--- config.mk ---
export PLATFORM = sky130hd
export DESIGN_NAME = skt_cell
export DESIGN_NICKNAME = d
export VERILOG_FILES = /design/src/rtl/skt_pkg.sv /design/src/rtl/skt_cell.sv
export SDC_FILE = /design/constraint.sdc
export NUM_CORES = 1
export LEC_CHECK = 0
export ABC_AREA = 1
export CAP_MARGIN = 5
export CORE_AREA = 2 2 98 100
export CTS_BUF_LIST = sky130_fd_sc_hd__clkbuf_4
export DETAILED_ROUTE_END_ITERATION = 7
export DIE_AREA = 0 0 100 102
export DONT_BUFFER_PORTS = 1
export MAX_ROUTING_LAYER = met4
export PLACE_DENSITY = 0.79
export SLEW_MARGIN = 20
export SYNTH_ARGS = -nofsm -noshare
export SYNTH_HDL_FRONTEND = slang
export SYNTH_SLANG_ARGS = --single-unit
--- constraint.sdc ---
create_clock -name clk -period 5.1 [get_ports clk]
set_clock_uncertainty 0.15 [all_clocks]
set_input_delay 0.255 -clock clk [delete_from_list [all_inputs] [get_ports clk]]
set_output_delay 0.255 -clock clk [all_outputs]
set_load 0.01 [all_outputs]
--- src/rtl/skt_pkg.sv ---
// skt_pkg: shared types, widths and codes for the sorted key table
// no dependencies; used by skt_cell and sorted_key_table
package skt_pkg;

  // field widths
  localparam int KEY_W        = 31;
  localparam int OP_W         = 2;
  localparam int ST_W         = 2;
  localparam int POS_W        = 11;
  localparam int CAPACITY_DEF = 1024;

  // operation codes
  localparam logic [OP_W-1:0] OP_LOOKUP = 2'd0;
  localparam logic [OP_W-1:0] OP_INSERT = 2'd1;
  localparam logic [OP_W-1:0] OP_DELETE = 2'd2;

  // result status codes
  localparam logic [ST_W-1:0] ST_DONE      = 2'd0;
  localparam logic [ST_W-1:0] ST_NOT_FOUND = 2'd1;
  localparam logic [ST_W-1:0] ST_PRESENT   = 2'd2;
  localparam logic [ST_W-1:0] ST_FULL      = 2'd3;

  // token phase while it walks the chain
  localparam logic [1:0] PH_SEARCH = 2'd0;
  localparam logic [1:0] PH_INS    = 2'd1;
  localparam logic [1:0] PH_DEL    = 2'd2;
  localparam logic [1:0] PH_DONE   = 2'd3;

  typedef struct packed {
    logic [OP_W-1:0]  op;
    logic [KEY_W-1:0] key;
  } req_t;

  typedef struct packed {
    logic [ST_W-1:0]  status;
    logic [POS_W-1:0] position;
    logic [POS_W-1:0] entry_count;
  } rsp_t;

  // operation token handed from cell to cell
  typedef struct packed {
    logic             valid;
    logic [1:0]       phase;
    logic [OP_W-1:0]  op;
    logic [KEY_W-1:0] key;
    logic [ST_W-1:0]  status;
    logic [POS_W-1:0] position;
  } tok_t;

  // broadcast control from the top level to every cell
  typedef struct packed {
    logic adv;
    logic full;
  } ctrl_t;

endpackage

--- src/rtl/skt_cell.sv ---
// skt_cell: one slot of the sorted key table, holds one key and passes the
// operation token to the next slot; depends on skt_pkg
module skt_cell #(
  parameter int IDX = 0,
  parameter int CW  = 11
) (
  input  logic                      clk,
  input  logic                      rst,
  input  skt_pkg::ctrl_t            ctrl,
  input  logic [CW-1:0]             count,
  input  skt_pkg::tok_t             tok_in,
  input  logic [skt_pkg::KEY_W-1:0] right_key,
  output skt_pkg::tok_t             tok_out,
  output logic [skt_pkg::KEY_W-1:0] key_q
);

  logic [skt_pkg::KEY_W-1:0] key_next;
  skt_pkg::tok_t             tok_next;
  logic                      occupied;
  logic                      hit;

  assign occupied = count > CW'(IDX);
  assign hit      = occupied && (key_q == tok_in.key);

  // per-slot search, insert shift and delete shift
  always_comb begin
    tok_next = tok_in;
    key_next = key_q;
    if (tok_in.valid) begin
      case (tok_in.phase)
        skt_pkg::PH_SEARCH: begin
          // lower bound lands on the first slot not below the key
          if (!(occupied && (key_q < tok_in.key))) begin
            tok_next.phase    = skt_pkg::PH_DONE;
            tok_next.position = '0;
            case (tok_in.op)
              skt_pkg::OP_INSERT: begin
                if (hit) begin
                  tok_next.status   = skt_pkg::ST_PRESENT;
                  tok_next.position = skt_pkg::POS_W'(IDX);
                end else if (ctrl.full) begin
                  tok_next.status = skt_pkg::ST_FULL;
                end else begin
                  key_next          = tok_in.key;
                  tok_next.key      = key_q;
                  tok_next.status   = skt_pkg::ST_DONE;
                  tok_next.position = skt_pkg::POS_W'(IDX);
                  tok_next.phase    = skt_pkg::PH_INS;
                end
              end
              skt_pkg::OP_DELETE: begin
                if (!hit) begin
                  tok_next.status = skt_pkg::ST_NOT_FOUND;
                end else begin
                  key_next          = right_key;
                  tok_next.status   = skt_pkg::ST_DONE;
                  tok_next.position = skt_pkg::POS_W'(IDX);
                  tok_next.phase    = skt_pkg::PH_DEL;
                end
              end
              default: begin
                if (hit) begin
                  tok_next.status   = skt_pkg::ST_DONE;
                  tok_next.position = skt_pkg::POS_W'(IDX);
                end else begin
                  tok_next.status = skt_pkg::ST_NOT_FOUND;
                end
              end
            endcase
          end
        end
        skt_pkg::PH_INS: begin
          // take the displaced key, hand ours on
          key_next     = tok_in.key;
          tok_next.key = key_q;
        end
        skt_pkg::PH_DEL: begin
          // close the gap from the right neighbor
          key_next = right_key;
        end
        default: begin
        end
      endcase
    end
  end

  // key storage
  always_ff @(posedge clk) begin
    if (ctrl.adv) begin
      key_q <= key_next;
    end
  end

  // token register
  always_ff @(posedge clk) begin
    if (rst) begin
      tok_out <= '0;
    end else if (ctrl.adv) begin
      tok_out <= tok_next;
    end
  end

endmodule

Word level (Yosys, flattened, before mapping). Cells that the tools add are included.

Logic and storage cells: 48. Output and inout bits: 80. Bits in registers: 80.

Eq/ne operators: 10. Reductions and logical operators: 5. $lt $le $gt $ge: 2. Multiplexer cells: 24.

Operator list (count): two-way mux 31 bit (7); one-hot mux 31 bit (2 select lines) (2); one-hot mux 31 bit (3 select lines) (1); two-way mux 44 bit (2); two-way mux 13 bit (3); equality test 31 bit (1); less-than comparator 31 bit (1); two-way mux 2 bit (6); > comparator 11 x 1 -> 1 bit, second input constant (1); inequality test 3 bit, second input constant (3); AND reduction 8 bit (1); equality test 2 x 1 -> 1 bit, second input constant (2); equality test 2 bit, second input constant (2); one-hot mux 2 bit (2 select lines) (1); inequality test 3 x 1 -> 1 bit, second input constant (1); nonzero test 3 bit (1); logical AND 1 bit (2); logical NOT 2 bit (1); two-way mux 1 bit (2); inequality test 2 bit, second input constant (1).

Longest topological paths before layout. Gate-level depths: netlist of the first run.

Depth after elaboration: 7. Gate-level depth with buffers: 18. Depth with buffers taken out: 17.

Least setup slack after synthesis of the first run. OpenSTA, ideal clock, no wires.

Kind: reg2reg. Start point: register key_q[14] (netlist name). End point: register key_q[0] (netlist name) (enable). Data required time: 4.492 ns. Cell stages (with the launch flop): 13. Clock period less this slack: 4.365 ns. Setup slack: 0.735 ns. Arrival time: 3.757 ns. Cell sequence: edfxtp_1 ha_1 nand2_2 nor2_4 inv_1 nor2_1 nand2_1 nand2_1 nand2_2 nand2_4 buf_2 a31oi_1 nor3_1.

Longest elaborated chain between the ends: 4. Elaborated cells between the ends (all ways): 8.

RTL lines: from (decl) (line skt_cell.sv:14) `output logic [skt_pkg::KEY_W-1:0] key_q`; from (signal assigned) (line skt_cell.sv:90) `key_q <= key_next;`; less-than comparator 31 bit / equality test 31 bit (equally long branches) (line skt_cell.sv:33, skt_cell.sv:23); logical AND 1 bit, on equally long branches (line skt_cell.sv:33, skt_cell.sv:23); inequality test 2 bit (no source line) / inequality test 3 bit (equally long branches); AND reduction 8 bit (no source line) *.

Mark *: on every way between the ends. The rest lies on a longest branch, timed or not. A chain may end at the register's enable or synchronous reset.

Worst setup path in the final report of the first run.
Start point: register key_q[30] (netlist name). End point: register tok_out[5] (netlist name).

Longest elaborated chain between the ends: 5.

RTL lines: less-than comparator 31 bit (line skt_cell.sv:33) `if (!(occupied && (key_q < tok_in.key))) begin`; logical AND 1 bit (line skt_cell.sv:33); two-way mux 44 bit (line skt_cell.sv:33); two-way mux 13 bit (line skt_cell.sv:30) `case (tok_in.phase)`; two-way mux 44 bit (line skt_cell.sv:29) `if (tok_in.valid) begin`; to (signal assigned) (line skt_cell.sv:99) `tok_out <= tok_next;`; to (decl) (line skt_cell.sv:13) `output skt_pkg::tok_t tok_out,`.

Every way passes these cells.

==> key figures, run 1 <==
Routing
  • Routed length per placed instance: 18.0 µm
  • Final WL: 18,100 µm
  • Antenna-violating nets left: 0
  • Drt first-iter violations: 458
  • DRC: 0
  • Via Count: 6,167
  • Vias per cell: 6.14
  • Drt pass-1 iters: 5

Synthesis
  • Post-synth ARST share: 0
  • Simple-gate area share of the yosys netlist: 0.260
  • Register area share after synthesis: 0.331
  • Share of the synthesized area in the top cell type: 0.174
  • Compound-Gate Fraction of Synth Area: 0.238
  • Largest family of logic cells by synthesized area: simple AND/OR/NAND/NOR gates
  • Distinct cell type count after synthesis: 31
  • Synth Instances: 861
  • Syn Nets: 993
  • Post-synth EDFFs: 31
  • YS warnings: 0
  • Mapped Area: 5770 µm²
  • Synth Area in XOR/XNOR: 0
  • Syn avg cell area: 6.70 µm²
  • Most frequent cell after synthesis: nand2_1
  • Post-synth top area cell: nand2_1
  • Most instantiated cells after synthesis: nand2_1 (268), a21oi_1 (130), o21ai_0 (82), inv_1 (66), nor2_1 (51)
  • Mux cell area share after synthesis: 0
  • Top cells by area, synth: nand2_1 (17%), dfxtp_1 (17%), edfxtp_1 (16%), a21oi_1 (11%), ha_1 (8.0%)
  • FF+latch count, synth: 80
  • Main synth FF type: dfxtp_1
  • Post-synthesis adder-cell area fraction: 0.0802

Job
  • Max_cap viols: 0

Floorplanning
  • Die height: 102 µm
  • Die area: 10,200 µm²
  • Row count: 35
  • Initial Utilization: 0.634
  • Core ar.: 9110 µm²
  • Die X-Extent: 100 µm
  • Io pins: 175

Timing
  • Slew Limit Fails: 0
  • Slew @ Worst Pin: 1020 ps
  • Min cycle time layout: 3720 ps
  • Maximum clock frequency: 269 MHz
  • Endpoints failing hold: 0
  • Final TNS setup: 0 ps
  • Final Cycle Share: 0.729
  • RSZ-0062 raised after global routing: false
  • Min Hold Slack: 12.6 ps
  • Final setup violation count: 0
  • Slew HR: 0.313

Pwr
  • Power Density: 236 nW/µm²
  • Leakage: 2.91 nW
  • Overall Power: 1.54 mW
  • Worst vdd ir: 0.138 mV

Global route
  • Largest net degree at the start of global routing: 69
  • First-pass GRT wire length: 28,600 µm
  • All-Layer GR Usage: 0.360
  • Number of global-route vias before repair: 5,731
  • Remaining Overflow, GRT: 0
  • Initial antenna violation count: 0
  • Grt met3 use: 0.0848
  • GR Layer Usage met2: 0.569
  • Most crowded layer after global routing: met2
  • Met1 Track Usage GR: 0.460

Critical path
  • Critical Path AT: 3920 ps
  • WP data required: 5300 ps
  • CP Launch Type: flip-flop
  • WS Path Type: reg -> reg
  • Worst Setup End Kind: flip-flop
  • Crit Path Max Fanout: 34

Layout
  • Count of nets after finishing: 1,020
  • Core Util, Final: 0.719
  • Layout cells sized above 1: 0.0638
  • N_diodes: 0
  • Layout Area Growth over Synthesis: 13.4%

Placement
  • Final Wtd Congestion: 0.873
  • Post-detail-place hpwl: 11,300 µm
  • Port bufs: 0

Clock network
  • Post-CTS setup buffer count: 0
  • Clk slew on worst S/H paths: 150 ps
  • CTS tree: built
  • Clk sinks: 80
  • Max H-tree Level: 3
  • Clk buf depth: 2
  • Skew-Pair Late Insertion Delay: 450 ps
  • Root Buffer: clkbuf_4
  • TritonCTS Buffers: 9

Worst hold path
  • Hold Crit Class: in -> reg

Outcome
  • Outcome: finished, final reports clean
## critical path, stage by stage (launching register included)
cell,delay [ps]
edfxtp_1,540
ha_1,350
nand2_1,90
nor2_1,150
nand2_1,100
a21oi_1,190
nor2_2,70
nand2_4,300
nand2_2,310
nand3_1,150
dlygate4sd3_1,580
a21oi_1,80
dlygate4sd3_1,560
## path summary, 6_finish.rpt
path	depth (start not counted)	start	to	slack, ps
min	3	rst	tok_out[13]$_SDFFE_PP0P_	10
max	12	key_q[30]$_DFFE_PP_	tok_out[5]$_SDFFE_PP0P_	1380
min reg2reg	2	tok_out[0]$_SDFFE_PP0P_	tok_out[0]$_SDFFE_PP0P_	380
max reg2reg	12	key_q[30]$_DFFE_PP_	tok_out[5]$_SDFFE_PP0P_	1380
## layout by cell type, fill, tap and decap left out, types with 3 or more instances in the layout
master,netlist,routed
a21oi_1,130,130
a21oi_2,10,10
a221oi_1,12,12
a31oi_1,3,3
buf_4,1,3
clkbuf_4,0,9
clkinv_1,2,3
dfxtp_1,49,49
dlygate4sd3_1,0,68
edfxtp_1,31,31
ha_1,37,36
inv_1,66,65
nand2_1,268,268
nand2_2,4,4
nand3_1,15,15
nor2_1,51,51
nor2_2,4,4
nor4_1,19,19
o21ai_0,82,82
o21ai_2,10,10
## routing by layer
layer,share of wire,wire [µm],vias up
met3,0.11,2010,39
met2,0.45,8170,373
met5,0,0,-
met1,0.41,7470,2816
li1,-,-,2939
met4,0.023,423,0
## cell families (layout without fill, tap and decap cells)
kind of cell,Yosys count,after routing
buffers and inverters,127,159
DFF,80,80
AOI/OAI and AO/OA,249,249
adders and majority gates,37,37
and+or+nand+nor,368,368
## repair_timing
action / in CTS / in global routing
resized for setup: 0 / 0
hold endpoints to repair: 80 / 0
hold buffers: 69 / 0
## cell type report
| type | count | area, µm² |
|---|---|---|
| Clock buffer | 9 | 67.6 |
| Fill cell | 756 | 2560 |
| Sequential cell | 80 | 1910 |
| Multi-Input combinational cell | 654 | 3360 |
| Timing Repair Buffer | 72 | 723 |
| Tap cell | 111 | 139 |
| Inverter | 71 | 270 |
| Clock inverter | 7 | 78.8 |
## metrics by stage
step                std cells  instance area (µm²)  setup WS [ps]
floorplan                 861                 5770            735
global placement          919                 5690           1980
detailed placement        919                 5690           1850
CTS                      1004                 6540           1460
global route             1004                 6550           1180
finish                   1004                 6550           1380
## registers in the layout, summed over array words and instances (netlist names)
name / flops
tok_out: 49
key_q: 31
## where the power goes
part / total, mW / switching, mW / internal, mW
combinational: 0.361 / 0.225 / 0.136
sequential: 0.767 / 0.0556 / 0.711
clock: 0.416 / 0.260 / 0.156
(Power assumes the default switching activity.)
==> run 2: changes to the inputs <==
Settings changed: CORE_AREA 2 2 98 100 to 2 2 102 104, DIE_AREA 0 0 100 102 to 0 0 104 106, PLACE_DENSITY 0.79 to 0.77.
Clock period 5.1 ns to 3.3 ns, I/O delays scaled along.
==> key figures, run 2 (synthesized netlist as in run 1, its figures left out) <==
Clock network
  • Clk slew on worst S/H paths: 140 ps
  • Post-CTS setup buffer count: 0
  • Max H-tree Level: 3
  • Clk sinks: 80
  • Clk buf depth: 2
  • TritonCTS Buffers: 9
  • CTS tree: built
  • Root Buffer: clkbuf_4
  • Skew-Pair Late Insertion Delay: 440 ps

Timing
  • Slew HR: 0.342
  • Final Cycle Share: 0.955
  • Final TNS setup: 0 ps
  • Endpoints failing hold: 0
  • Min cycle time layout: 3150 ps
  • Maximum clock frequency: 317 MHz
  • Final setup violation count: 0
  • Slew @ Worst Pin: 985 ps
  • Slew Limit Fails: 0
  • RSZ-0062 raised after global routing: false

Global route
  • Largest net degree at the start of global routing: 69
  • All-Layer GR Usage: 0.347
  • Remaining Overflow, GRT: 0
  • First-pass GRT wire length: 30,400 µm
  • Initial antenna violation count: 0
  • Number of global-route vias before repair: 6,103

Critical path
  • WS Path Type: reg -> reg
  • Worst path max stage delay: 580 ps
  • CP most frequent cell: nand2_1
  • Crit path max-delay family: simple AND/OR/NAND/NOR gates
  • Slowest cell on crit path: dlygate4sd3_1
  • Worst Setup End Kind: flip-flop
  • Crit path cell chain: ha_1 -> nand2_1 -> nor2_1 -> nand2_1 -> nor2_1 -> nand2_2 -> nand2_8 -> nand2_4 -> a21oi_1 -> nand2_1 -> dlygate4sd3_1 -> a21oi_1
  • WP data required: 3530 ps
  • Crit Path Max Fanout: 34
  • Critical Path AT: 3380 ps
  • CP Launch Type: flip-flop
  • Crit path buf inv count: 1
  • Total stage count of the critical path: 12
  • Register-to-Register Path Depth: 12

Pwr
  • Switch Pwr: 0.839 mW
  • Cell-internal power: 1.57 mW
  • Power Density: 353 nW/µm²
  • Switching Share: 0.348
  • Share of power burned in registers: 0.491
  • Worst vdd ir: 0.183 mV
  • Comb pwr share: 0.248
  • Leakage: 3.01 nW
  • Clock share of power: 0.261

Routing
  • Via Count: 6,264
  • DRC: 0
  • Drt first-iter violations: 572
  • Vias per cell: 5.95
  • Routed length per placed instance: 17.9 µm
  • Drt pass-1 iters: 5
  • Antenna-violating nets left: 0
  • Final WL: 18,800 µm

Job
  • Max_cap viols: 0

Layout
  • Commonest non-fill, non-tap cell in the layout: nand2_1
  • Layout cells sized above 1: 0.0666
  • Most frequent cells in the layout: nand2_1 (268), a21oi_1 (130), dlygate4sd3_1 (87)
  • Core Util, Final: 0.683
  • N_diodes: 0
  • Largest regs: tok_out: 49 flops, key_q: 31 flops
  • Largest register FFs: 49
  • Reg with most FFs: tok_out
  • Fillers: 836
  • Count of nets after finishing: 1,043
  • Final Cell Area: 6830 µm²
  • Layout Area Growth over Synthesis: 18.3%

Placement
  • Final Wtd Congestion: 0.929
  • DP Area: 5770 µm²
  • Port bufs: 0
  • Post-detail-place hpwl: 11,900 µm

Outcome
  • Outcome: finished, final reports clean

Floorplanning
  • Row count: 37
  • Initial Utilization: 0.577
  • Core ar.: 10000 µm²
  • Io pins: 175
  • Die height: 106 µm
  • Die area: 11,000 µm²
  • Die X-Extent: 104 µm

Worst hold path
  • Worst hold path stage count: 4
  • Hold Crit Class: in -> reg
==> run 2: cell count changes in the layout (fill, tap and decap cells not counted), sizes merged <==
cell / before / now
dlygate4sd3: 68 / 87
clkinvlp: 1 / 0
buf: 4 / 8
inv: 71 / 72
==> run 2: worst min-delay path, delay by kind of cell <==
family          cells  cell delay, ps
simple gates        1              60
compound gates      2             220
buf+inv             1              50
==> run 2: layout make-up <==
class                      count  area [µm²]  share of cell area
tap                          136         170              0.0249
clock inverter                 7        76.3              0.0112
clock buffer                   9        67.6             0.00989
multi-input combinational    654        3380               0.495
sequential                    80        1910               0.280
timing repair buffer          95         956               0.140
inverter                      71         270              0.0396
==> run 2: path summary, 6_finish.rpt <==
| kind | start | to | slack, ps |
|---|---|---|---|
| worst max-delay path | key_q[28]$_DFFE_PP_ | tok_out[47]$_SDFFE_PP0P_ | 150 |
| worst min-delay path | tok_in[23] | key_q[10]$_DFFE_PP_ | 9 |
| worst min register to register | tok_out[3]$_SDFFE_PP0P_ | tok_out[3]$_SDFFE_PP0P_ | 380 |
| worst max register to register | key_q[28]$_DFFE_PP_ | tok_out[47]$_SDFFE_PP0P_ | 150 |
==> run 2: what timing repair did <==
action | 4_1_cts | 5_1_grt
hold buffers | 88 | 0
endpoints found under the setup margin | 0 | 8
resized for setup | 0 | 2
hold endpoints to repair | 80 | 0
==> run 2: power by group through the flow <==
stage / logic (mW) / registers (mW) / clock network, mW
after floorplan: 0.384 / 1.18 / 0
final: 0.599 / 1.18 / 0.629
after detailed placement: 0.460 / 1.21 / 0
after global placement: 0.442 / 1.20 / 0
after global routing: 0.671 / 1.19 / 0.679
after CTS: 0.574 / 1.18 / 0.637
==> run 2: per-stage QoR <==
stage / hold WS (ps) / worst slack [ps] / power (mW) / cells
floorplan: 171 / 320 / 1.57 / 861
global placement: 88.3 / 527 / 1.65 / 948
detailed placement: 92.5 / 427 / 1.67 / 948
CTS: 1.82 / 33.7 / 2.39 / 1052
global route: 29.0 / 10.3 / 2.54 / 1052
finish: 8.91 / 148 / 2.41 / 1052
==> run 2: metal layers <==
metal	part of all wire	GRT usage
met4	0.023	0.118
met3	0.11	0.0895
met2	0.47	0.577
met5	0	-
met1	0.39	0.414
